## config.mk

```make
export PLATFORM = sky130hd
export DESIGN_NAME = rtc_offset_registers_with_nvram
export DESIGN_NICKNAME = d
export VERILOG_FILES = /design/src/rtl/rtcofs_pkg.sv /design/src/rtl/rtc_offset_registers_with_nvram.sv
export SDC_FILE = /design/constraint.sdc
export NUM_CORES = 1
export LEC_CHECK = 0
export BUFFER_PORTS_ARGS = -buffer_cell sky130_fd_sc_hd__buf_2
export CORE_ASPECT_RATIO = 1.4
export CORE_MARGIN = 10
export CORE_UTILIZATION = 40
export DETAILED_ROUTE_END_ITERATION = 12
export SETUP_SLACK_MARGIN = 0.4
export SLEW_MARGIN = 5
export SYNTH_ARGS = -nofsm -noshare
export SYNTH_HDL_FRONTEND = slang
export SYNTH_SLANG_ARGS = --single-unit
```

## constraint.sdc

```tcl
create_clock -name clk -period 9.6 [get_ports clk]
set_input_delay 0.48 -clock clk [delete_from_list [all_inputs] [get_ports clk]]
set_output_delay 0.48 -clock clk [all_outputs]
set_load 0.005 [all_outputs]
```

## src/rtl/rtcofs_pkg.sv

```systemverilog
package rtcofs_pkg;

	// Register offsets inside the 128-byte window
	localparam logic [6:0] CLK_FIRST = 7'h10;
	localparam logic [6:0] CLK_LAST  = 7'h15;

	localparam logic [31:0] BASE_RESET = 32'h0000_D700;

	typedef enum logic [2:0] {
		SEL_SEC   = 3'd0,
		SEL_MIN   = 3'd1,
		SEL_HOUR  = 3'd2,
		SEL_DAY   = 3'd3,
		SEL_MONTH = 3'd4,
		SEL_YEAR  = 3'd5
	} clk_sel_t;

	typedef enum logic [1:0] {
		RD_NONE = 2'd0,
		RD_NV   = 2'd1,
		RD_CLK  = 2'd2
	} rd_kind_t;

	// Two BCD digits (bit 7 already masked) to binary, 0..85
	function automatic logic [6:0] bcd_in(input logic [6:0] v);
		logic [6:0] tens;
		tens = {4'b0, v[6:4]};
		return 7'(tens * 7'd10) + {3'b0, v[3:0]};
	endfunction

	// Binary 0..99 to two BCD digits; tens through reciprocal of 10
	function automatic logic [7:0] bcd_out(input logic [6:0] u);
		logic [13:0] prod;
		logic [3:0]  tens;
		logic [6:0]  ones;
		prod = 14'(u) * 14'd103;
		tens = prod[13:10];
		ones = u - 7'(tens * 7'd10);
		return {tens, ones[3:0]};
	endfunction

	// Floored modulo 60 for values in -128..254
	function automatic logic [6:0] wrap60(input logic signed [9:0] v);
		logic [9:0] x;
		x = 10'(v + 10'sd180);
		if (x >= 10'd240) x = x - 10'd240;
		if (x >= 10'd120) x = x - 10'd120;
		if (x >= 10'd60)  x = x - 10'd60;
		return x[6:0];
	endfunction

	// Floored modulo 24 for values in -128..254
	function automatic logic [6:0] wrap24(input logic signed [9:0] v);
		logic [9:0] x;
		x = 10'(v + 10'sd144);
		if (x >= 10'd384) x = x - 10'd384;
		if (x >= 10'd192) x = x - 10'd192;
		if (x >= 10'd96)  x = x - 10'd96;
		if (x >= 10'd48)  x = x - 10'd48;
		if (x >= 10'd24)  x = x - 10'd24;
		return x[6:0];
	endfunction

	// Floored modulo 100 for values in -128..254
	function automatic logic [6:0] wrap100(input logic signed [9:0] v);
		logic [9:0] x;
		x = 10'(v + 10'sd200);
		if (x >= 10'd400) x = x - 10'd400;
		if (x >= 10'd200) x = x - 10'd200;
		if (x >= 10'd100) x = x - 10'd100;
		return x[6:0];
	endfunction

	function automatic logic [6:0] clamp(input logic signed [9:0] v,
			input logic [6:0] lo, input logic [6:0] hi);
		logic signed [9:0] slo;
		logic signed [9:0] shi;
		slo = signed'({3'b0, lo});
		shi = signed'({3'b0, hi});
		if (v < slo)
			return lo;
		else if (v > shi)
			return hi;
		else
			return v[6:0];
	endfunction

endpackage

```

## src/rtl/rtc_offset_registers_with_nvram.sv

```systemverilog
// Channel   Direction  Handshake            Payload
// cfg       in         cfg_write_en         cfg_write_data (base address)
// request   in         in_valid / in_stall  func, address, write_data, now_*
// result    out        out_valid/out_stall  claimed, read_data
//
// One request per clock while in_stall is low; each result is registered in stage 1, then in the output register.
// Stage 1 holds the decoded request, the byte-store read and the offset sum;
// the output register holds the normalized BCD byte.
// Reset clears the base address to 0xD700, all clock offsets and the
// per-byte valid bits of the store, so unwritten bytes read as zero.
// A stalled result holds; stage 1 still takes one more request behind it.
module rtc_offset_registers_with_nvram #(
	parameter int NV_DEPTH = 64
) (
	input  logic        clk,
	input  logic        arst_n,
	input  logic        cfg_write_en,
	input  logic [31:0] cfg_write_data,
	input  logic        in_valid,
	output logic        in_stall,
	input  logic        func,
	input  logic [31:0] address,
	input  logic [7:0]  write_data,
	input  logic [5:0]  now_second,
	input  logic [5:0]  now_minute,
	input  logic [4:0]  now_hour,
	input  logic [4:0]  now_day,
	input  logic [3:0]  now_month,
	input  logic [6:0]  now_year,
	output logic        out_valid,
	input  logic        out_stall,
	output logic        claimed,
	output logic [7:0]  read_data
);

	localparam int AW = (NV_DEPTH > 1) ? $clog2(NV_DEPTH) : 1;

	// Configuration and clock offsets
	logic [31:0] base_q;
	logic [7:0]  sec_off_q, min_off_q, hour_off_q, day_off_q, mon_off_q, year_off_q;

	// Byte store and its valid bits
	logic [7:0] nv_mem [NV_DEPTH];
	logic       nv_vld_q [NV_DEPTH];

	// Stage 1
	logic                     valid_s1;
	logic                     claimed_s1;
	rtcofs_pkg::rd_kind_t     kind_s1;
	rtcofs_pkg::clk_sel_t     sel_s1;
	logic signed [9:0]        sum_s1;
	logic [7:0]               nv_data_s1;
	logic                     nv_ok_s1;

	// Output register
	logic       out_valid_q;
	logic       claimed_q;
	logic [7:0] read_data_q;

	// Request decode
	logic                 accept;
	logic                 out_ld;
	logic                 hit;
	logic [6:0]           reg_off;
	logic                 is_nv;
	logic                 is_clk;
	logic [AW-1:0]        nv_idx;
	rtcofs_pkg::clk_sel_t sel;
	logic [6:0]           field;
	logic [7:0]           cur_off;
	logic [6:0]           dec;
	logic [7:0]           new_off;
	logic signed [9:0]    sum;

	// Result logic
	logic [7:0] rd_val;

	// Advance the pipeline whenever the output register is free or drains
	assign out_ld   = !out_valid_q || !out_stall;
	assign in_stall = valid_s1 && !out_ld;
	assign accept   = in_valid && !in_stall;

	assign hit     = (address[31:7] == base_q[31:7]) && (base_q[6:0] == 7'd0);
	assign reg_off = address[6:0];
	assign is_nv   = reg_off[6] && ({1'b0, reg_off[5:0]} < 7'(NV_DEPTH));
	assign is_clk  = (reg_off >= rtcofs_pkg::CLK_FIRST) &&
		(reg_off <= rtcofs_pkg::CLK_LAST);
	assign nv_idx  = reg_off[AW-1:0];
	assign sel     = rtcofs_pkg::clk_sel_t'(reg_off[2:0]);

	// Pick the time field and its stored offset for the addressed register
	always_comb begin
		unique case (sel)
			rtcofs_pkg::SEL_SEC: begin
				field   = {1'b0, now_second};
				cur_off = sec_off_q;
			end
			rtcofs_pkg::SEL_MIN: begin
				field   = {1'b0, now_minute};
				cur_off = min_off_q;
			end
			rtcofs_pkg::SEL_HOUR: begin
				field   = {2'b0, now_hour};
				cur_off = hour_off_q;
			end
			rtcofs_pkg::SEL_DAY: begin
				field   = {2'b0, now_day};
				cur_off = day_off_q;
			end
			rtcofs_pkg::SEL_MONTH: begin
				field   = {3'b0, now_month};
				cur_off = mon_off_q;
			end
			rtcofs_pkg::SEL_YEAR: begin
				field   = now_year;
				cur_off = year_off_q;
			end
			default: begin
				field   = 7'd0;
				cur_off = 8'd0;
			end
		endcase
	end

	// Write: decode BCD (for hour the decoded value is masked to 6 bits), keep the difference to now
	always_comb begin
		dec = rtcofs_pkg::bcd_in(write_data[6:0]);
		if (sel == rtcofs_pkg::SEL_HOUR)
			dec = dec & 7'h3F;
		new_off = 8'({1'b0, dec}) - 8'({1'b0, field});
	end

	// Read: time field plus signed offset, normalized in the next stage
	assign sum = signed'({3'b0, field}) + 10'(signed'(cur_off));

	always_ff @(posedge clk or negedge arst_n) begin
		if (!arst_n) begin
			base_q     <= rtcofs_pkg::BASE_RESET;
			sec_off_q  <= 8'd0;
			min_off_q  <= 8'd0;
			hour_off_q <= 8'd0;
			day_off_q  <= 8'd0;
			mon_off_q  <= 8'd0;
			year_off_q <= 8'd0;
		end else begin
			if (cfg_write_en)
				base_q <= cfg_write_data;
			if (accept && hit && is_clk && func) begin
				unique case (sel)
					rtcofs_pkg::SEL_SEC:   sec_off_q  <= new_off;
					rtcofs_pkg::SEL_MIN:   min_off_q  <= new_off;
					rtcofs_pkg::SEL_HOUR:  hour_off_q <= new_off;
					rtcofs_pkg::SEL_DAY:   day_off_q  <= new_off;
					rtcofs_pkg::SEL_MONTH: mon_off_q  <= new_off;
					rtcofs_pkg::SEL_YEAR:  year_off_q <= new_off;
					default: ;
				endcase
			end
		end
	end

	// Valid bits: set on first write so unwritten bytes read as zero
	always_ff @(posedge clk or negedge arst_n) begin
		if (!arst_n) begin
			for (int i = 0; i < NV_DEPTH; i++)
				nv_vld_q[i] <= 1'b0;
		end else if (accept && hit && is_nv && func) begin
			nv_vld_q[nv_idx] <= 1'b1;
		end
	end

	// Store write and registered read at the accept edge
	always_ff @(posedge clk) begin
		if (accept && hit && is_nv) begin
			if (func)
				nv_mem[nv_idx] <= write_data;
			nv_data_s1 <= nv_mem[nv_idx];
			nv_ok_s1   <= nv_vld_q[nv_idx];
		end
	end

	// Stage 1 control
	always_ff @(posedge clk or negedge arst_n) begin
		if (!arst_n) begin
			valid_s1 <= 1'b0;
		end else if (accept) begin
			valid_s1 <= 1'b1;
		end else if (out_ld) begin
			valid_s1 <= 1'b0;
		end
	end

	// Stage 1 payload
	always_ff @(posedge clk) begin
		if (accept) begin
			claimed_s1 <= hit;
			sel_s1     <= sel;
			sum_s1     <= sum;
			if (!hit || func)
				kind_s1 <= rtcofs_pkg::RD_NONE;
			else if (is_nv)
				kind_s1 <= rtcofs_pkg::RD_NV;
			else if (is_clk)
				kind_s1 <= rtcofs_pkg::RD_CLK;
			else
				kind_s1 <= rtcofs_pkg::RD_NONE;
		end
	end

	// Pick the stored byte (zero if unwritten), or normalize the clock value and convert to BCD
	always_comb begin
		unique case (kind_s1)
			rtcofs_pkg::RD_NV:
				rd_val = nv_ok_s1 ? nv_data_s1 : 8'd0;
			rtcofs_pkg::RD_CLK: begin
				unique case (sel_s1)
					rtcofs_pkg::SEL_SEC:
						rd_val = rtcofs_pkg::bcd_out(rtcofs_pkg::wrap60(sum_s1));
					rtcofs_pkg::SEL_MIN:
						rd_val = rtcofs_pkg::bcd_out(rtcofs_pkg::wrap60(sum_s1));
					rtcofs_pkg::SEL_HOUR:
						rd_val = rtcofs_pkg::bcd_out(rtcofs_pkg::wrap24(sum_s1)) | 8'h80;
					rtcofs_pkg::SEL_DAY:
						rd_val = rtcofs_pkg::bcd_out(
							rtcofs_pkg::clamp(sum_s1, 7'd1, 7'd31));
					rtcofs_pkg::SEL_MONTH:
						rd_val = rtcofs_pkg::bcd_out(
							rtcofs_pkg::clamp(sum_s1, 7'd1, 7'd12));
					rtcofs_pkg::SEL_YEAR:
						rd_val = rtcofs_pkg::bcd_out(rtcofs_pkg::wrap100(sum_s1));
					default:
						rd_val = 8'd0;
				endcase
			end
			default:
				rd_val = 8'd0;
		endcase
	end

	// Output register: load when free or when the current result drains
	always_ff @(posedge clk or negedge arst_n) begin
		if (!arst_n) begin
			out_valid_q <= 1'b0;
		end else if (out_ld) begin
			out_valid_q <= valid_s1;
		end
	end

	always_ff @(posedge clk) begin
		if (out_ld && valid_s1) begin
			claimed_q   <= claimed_s1;
			read_data_q <= rd_val;
		end
	end

	assign out_valid = out_valid_q;
	assign claimed   = claimed_q;
	assign read_data = read_data_q;

endmodule
```

==> impl_metrics.toml <==
[global_routing]
grt_util_met3_pct = 2.44
antenna_found_initial = 7
grt_usage_pct = 17.0
grt_pass1_vias = 21701
grt-ovfl-total = 0
grt_max_degree = 125
busiest_layer = "met2"
met1_usage_pct = 20.4
use_met2_pct = 31.1
grt_pass1_wl_mm = 132

[die]
die_h_um = 372
die-area_um2 = 101000
floorplan.die.width_um = 272
fp.coreArea_um2 = 88100
num_io_pins = 122
row_count = 129
start_util_pct = 40.2

[logic_synthesis]
ys.flop_type = "edfxtp_1"
yosys.area.top_type = "edfxtp_1"
muxShareOfSynthArea_pct = 15.3
yosys-top-cells-count = "545 x edfxtp_1, 231 x ha_1, 192 x mux4_2"
yosysWarnings = 0
synth-adder-area-share_pct = 10.8
synth_area_um2 = 35500
synth.area.top_cells = "edfxtp_1 46%, mux4_2 12%, dfrtp_1 9.9%, ha_1 8.2%, fa_1 2.7%"
synth_edf_count = 545
syn_area_per_cell_um2 = 15.1
synth_compound_area_share_pct = 5.59
yosys.area_share.simple_pct = 5.82
synth_cell_types = 96
synthCells = 2353
synth_xor_area_share_pct = 3.05
synth_seq_cells = 691
synth_top_family_by_area = "multiplexers"
synth_top_area_share_pct = 46.2
synth_most_common_cell = "edfxtp_1"
async_flop_share_pct = 21.1
ys_seq_area_share_pct = 56.5

[power]
leakagePower_uw = 0.0158
internal-power_uw = 7350
peakVddDrop_mv = 0.405
switchingPower_uw = 4130
seqPwrFrac_pct = 28.6
power_frac_clock_pct = 23.9
swShare_pct = 36.0
p_per_area_nw_per_um2 = 285
comb_power_share_pct = 47.5

[route]
drc = 0
wl_per_cell_um = 23.0
viasPerCell = 5.44
ant_nets = 0
drt_iter0_markers = 1177
routed_wl_mm = 86.5
dr.pass1.iters = 5
vias = 20509

[timing]
final.setup.tns_ns = 0
finalHoldViolCount = 0
setup-violations-final = 0
finalClockSkew_ns = 0.0373
fmax_mhz = 114
slew_headroom_pct = 33.0
rsz0062_at_grt = "false"
slew_violations = 0
min_period_ns = 8.74
worst_pin_slew_ns = 1.00
period_share_pct = 91.1

[critical_path]
cp.buffers_inverters = 2
crit_path_top_delay_cell = "fa_1"
cp-start-kind = "flip-flop"
worstPathMaxFanout = 7
cpMostUsedCell = "ha_1"
arrival_ns = 9.12
endpoint_kind = "flip-flop"
cp.required_ns = 9.98
critPathMaxStageDelay_ns = 0.51
worst-setup-path-type = "flip-flop to flip-flop"
path_delay_family = "adder cells"

[layout]
drive_above_1_share_pct = 26.9
final_cells = 3768
seq_area_um2 = 20000
nFillCells = 7808
area_growth_pct = 13.7
fin_area_um2 = 40300
final_nets = 2919
multiInputGateArea_um2 = 14700

[cts]
clock_path_buffers = 3
clock_latency_ns = 0.63
h-tree-depth = 3
cts_sinks = 691
cts_root_buf = "clkbuf_16"
path_clk_slew_ns = 0.07
numCtsBuffers = 69
cts_tree = "yes"

[run]
cap_violations = 0

[placement]
placedInstanceArea_um2 = 37600
place_congestion = 0.845
place_hpwl_mm = 59.1
dpl.cell_count = 3620
portBuffers = 121

[min_path]
min_path_type = "input pin to flip-flop"

[outcome]
status = "complete, no violations"
-- sequential cells by signal, summed over array words and instances (netlist names), 9 cells and up --
name      count
base_q       32
nv_vld_q     64
nv_mem      512
sum_s1        9
-- cells by family (layout without fill, tap and decap cells) --
kind of cell    after synthesis  in the layout
compound gates              284            284
mux                         292            292
buf+inv                     267            493
fa+ha+maj                   278            278
other cells                   2             12
flops                       691            691
xor+xnor                    121            121
simple gates                418            418
-- worst register-to-register path, delay by kind of cell (launching register included) --
kind	cells	cell delay, ns
compound gates	10	1.80
xor+xnor	6	0.93
fa+ha+maj	10	3.33
simple gates	9	1.47
flops	1	0.48
mux	1	0.38
buf+inv	2	0.09
-- power groups by stage --
stage                     logic [uW]  clock network (uW)  registers (uW)
after CTS                       5340                2800            3290
after global routing            6260                2920            3290
after global placement          5180                   0            3350
after floorplan                 4070                   0            3340
final                           5450                2740            3290
after detailed placement        5280                   0            3350
-- path summary, 6_finish.rpt --
path,start,end,slack (ns),cells past startpoint
hold / removal,in_valid,valid_s1$_DFFE_PN0P_,0.08,2
hold reg to reg,claimed_s1$_DFFE_PP_,claimed$_DFFE_PP_,0.42,0
setup / recovery,sum_s1[4]$_DFFE_PP_,read_data[3]$_DFFE_PP_,0.86,38
max in group asynchronous,arst_n,valid_s1$_DFFE_PN0P_,7.67,3
min in group asynchronous,arst_n,nv_vld_q[9]$_DFFE_PN0P_,0.53,2
setup reg to reg,sum_s1[4]$_DFFE_PP_,read_data[3]$_DFFE_PP_,0.86,38
-- metal layers --
| layer | share of wire, % | wire length, um |
|---|---|---|
| met5 | 0.031 | 27 |
| met4 | 2.6 | 2210 |
| met3 | 4.3 | 3760 |
| met2 | 53 | 46100 |
| met1 | 40 | 34400 |
-- placed cells by master (no fill, tap or decap), types with 17 or more instances in the layout --
cell type,count
clkbuf_16,69
mux4_2,192
buf_4,54
nor2_1,127
xor2_1,30
inv_1,184
clkbuf_1,17
or2_2,69
nand2_1,84
edfxtp_1,545
dfrtp_1,140
o21ai_0,49
nor3_1,20
fa_1,47
ha_1,226
xnor2_1,73
a21oi_1,58
a21o_1,21
a22oi_1,24
buf_2,118
mux2i_1,21
nand3_1,34
mux2_2,75
-- cell type report --
cell class / count / share of cell area (%)
multi-input combinational: 1403 / 36.5
clock inverter: 39 / 1.18
tap: 1179 / 3.66
timing repair buffer: 177 / 2.64
inverter: 188 / 1.75
antenna: 2 / 0.0124
sequential: 691 / 49.7
clock buffer: 89 / 4.55
-- stage by stage --
| step | total power (uW) | utilization, % | hold WS, ns | setup slack, ns |
|---|---|---|---|---|
| after floorplan | 7410 | - | 0.184 | 0.802 |
| after global placement | 8530 | 42.6 | 0.406 | 0.387 |
| after detailed placement | 8630 | 42.6 | 0.408 | 0.268 |
| after CTS | 11400 | 45.3 | 0.0368 | 0.411 |
| after global routing | 12500 | 45.7 | 0.0565 | 0.310 |
| final | 11500 | 45.7 | 0.0756 | 0.858 |
-- repair_timing --
action	4_1_cts	5_1_grt
resized for setup	7	47
setup endpoints to repair	2	6
pin swaps	3	11
endpoints found under the hold margin	6	0
hold buffers	1	0
buffers inserted	2	15
Power figures use the tool's default switching activity.
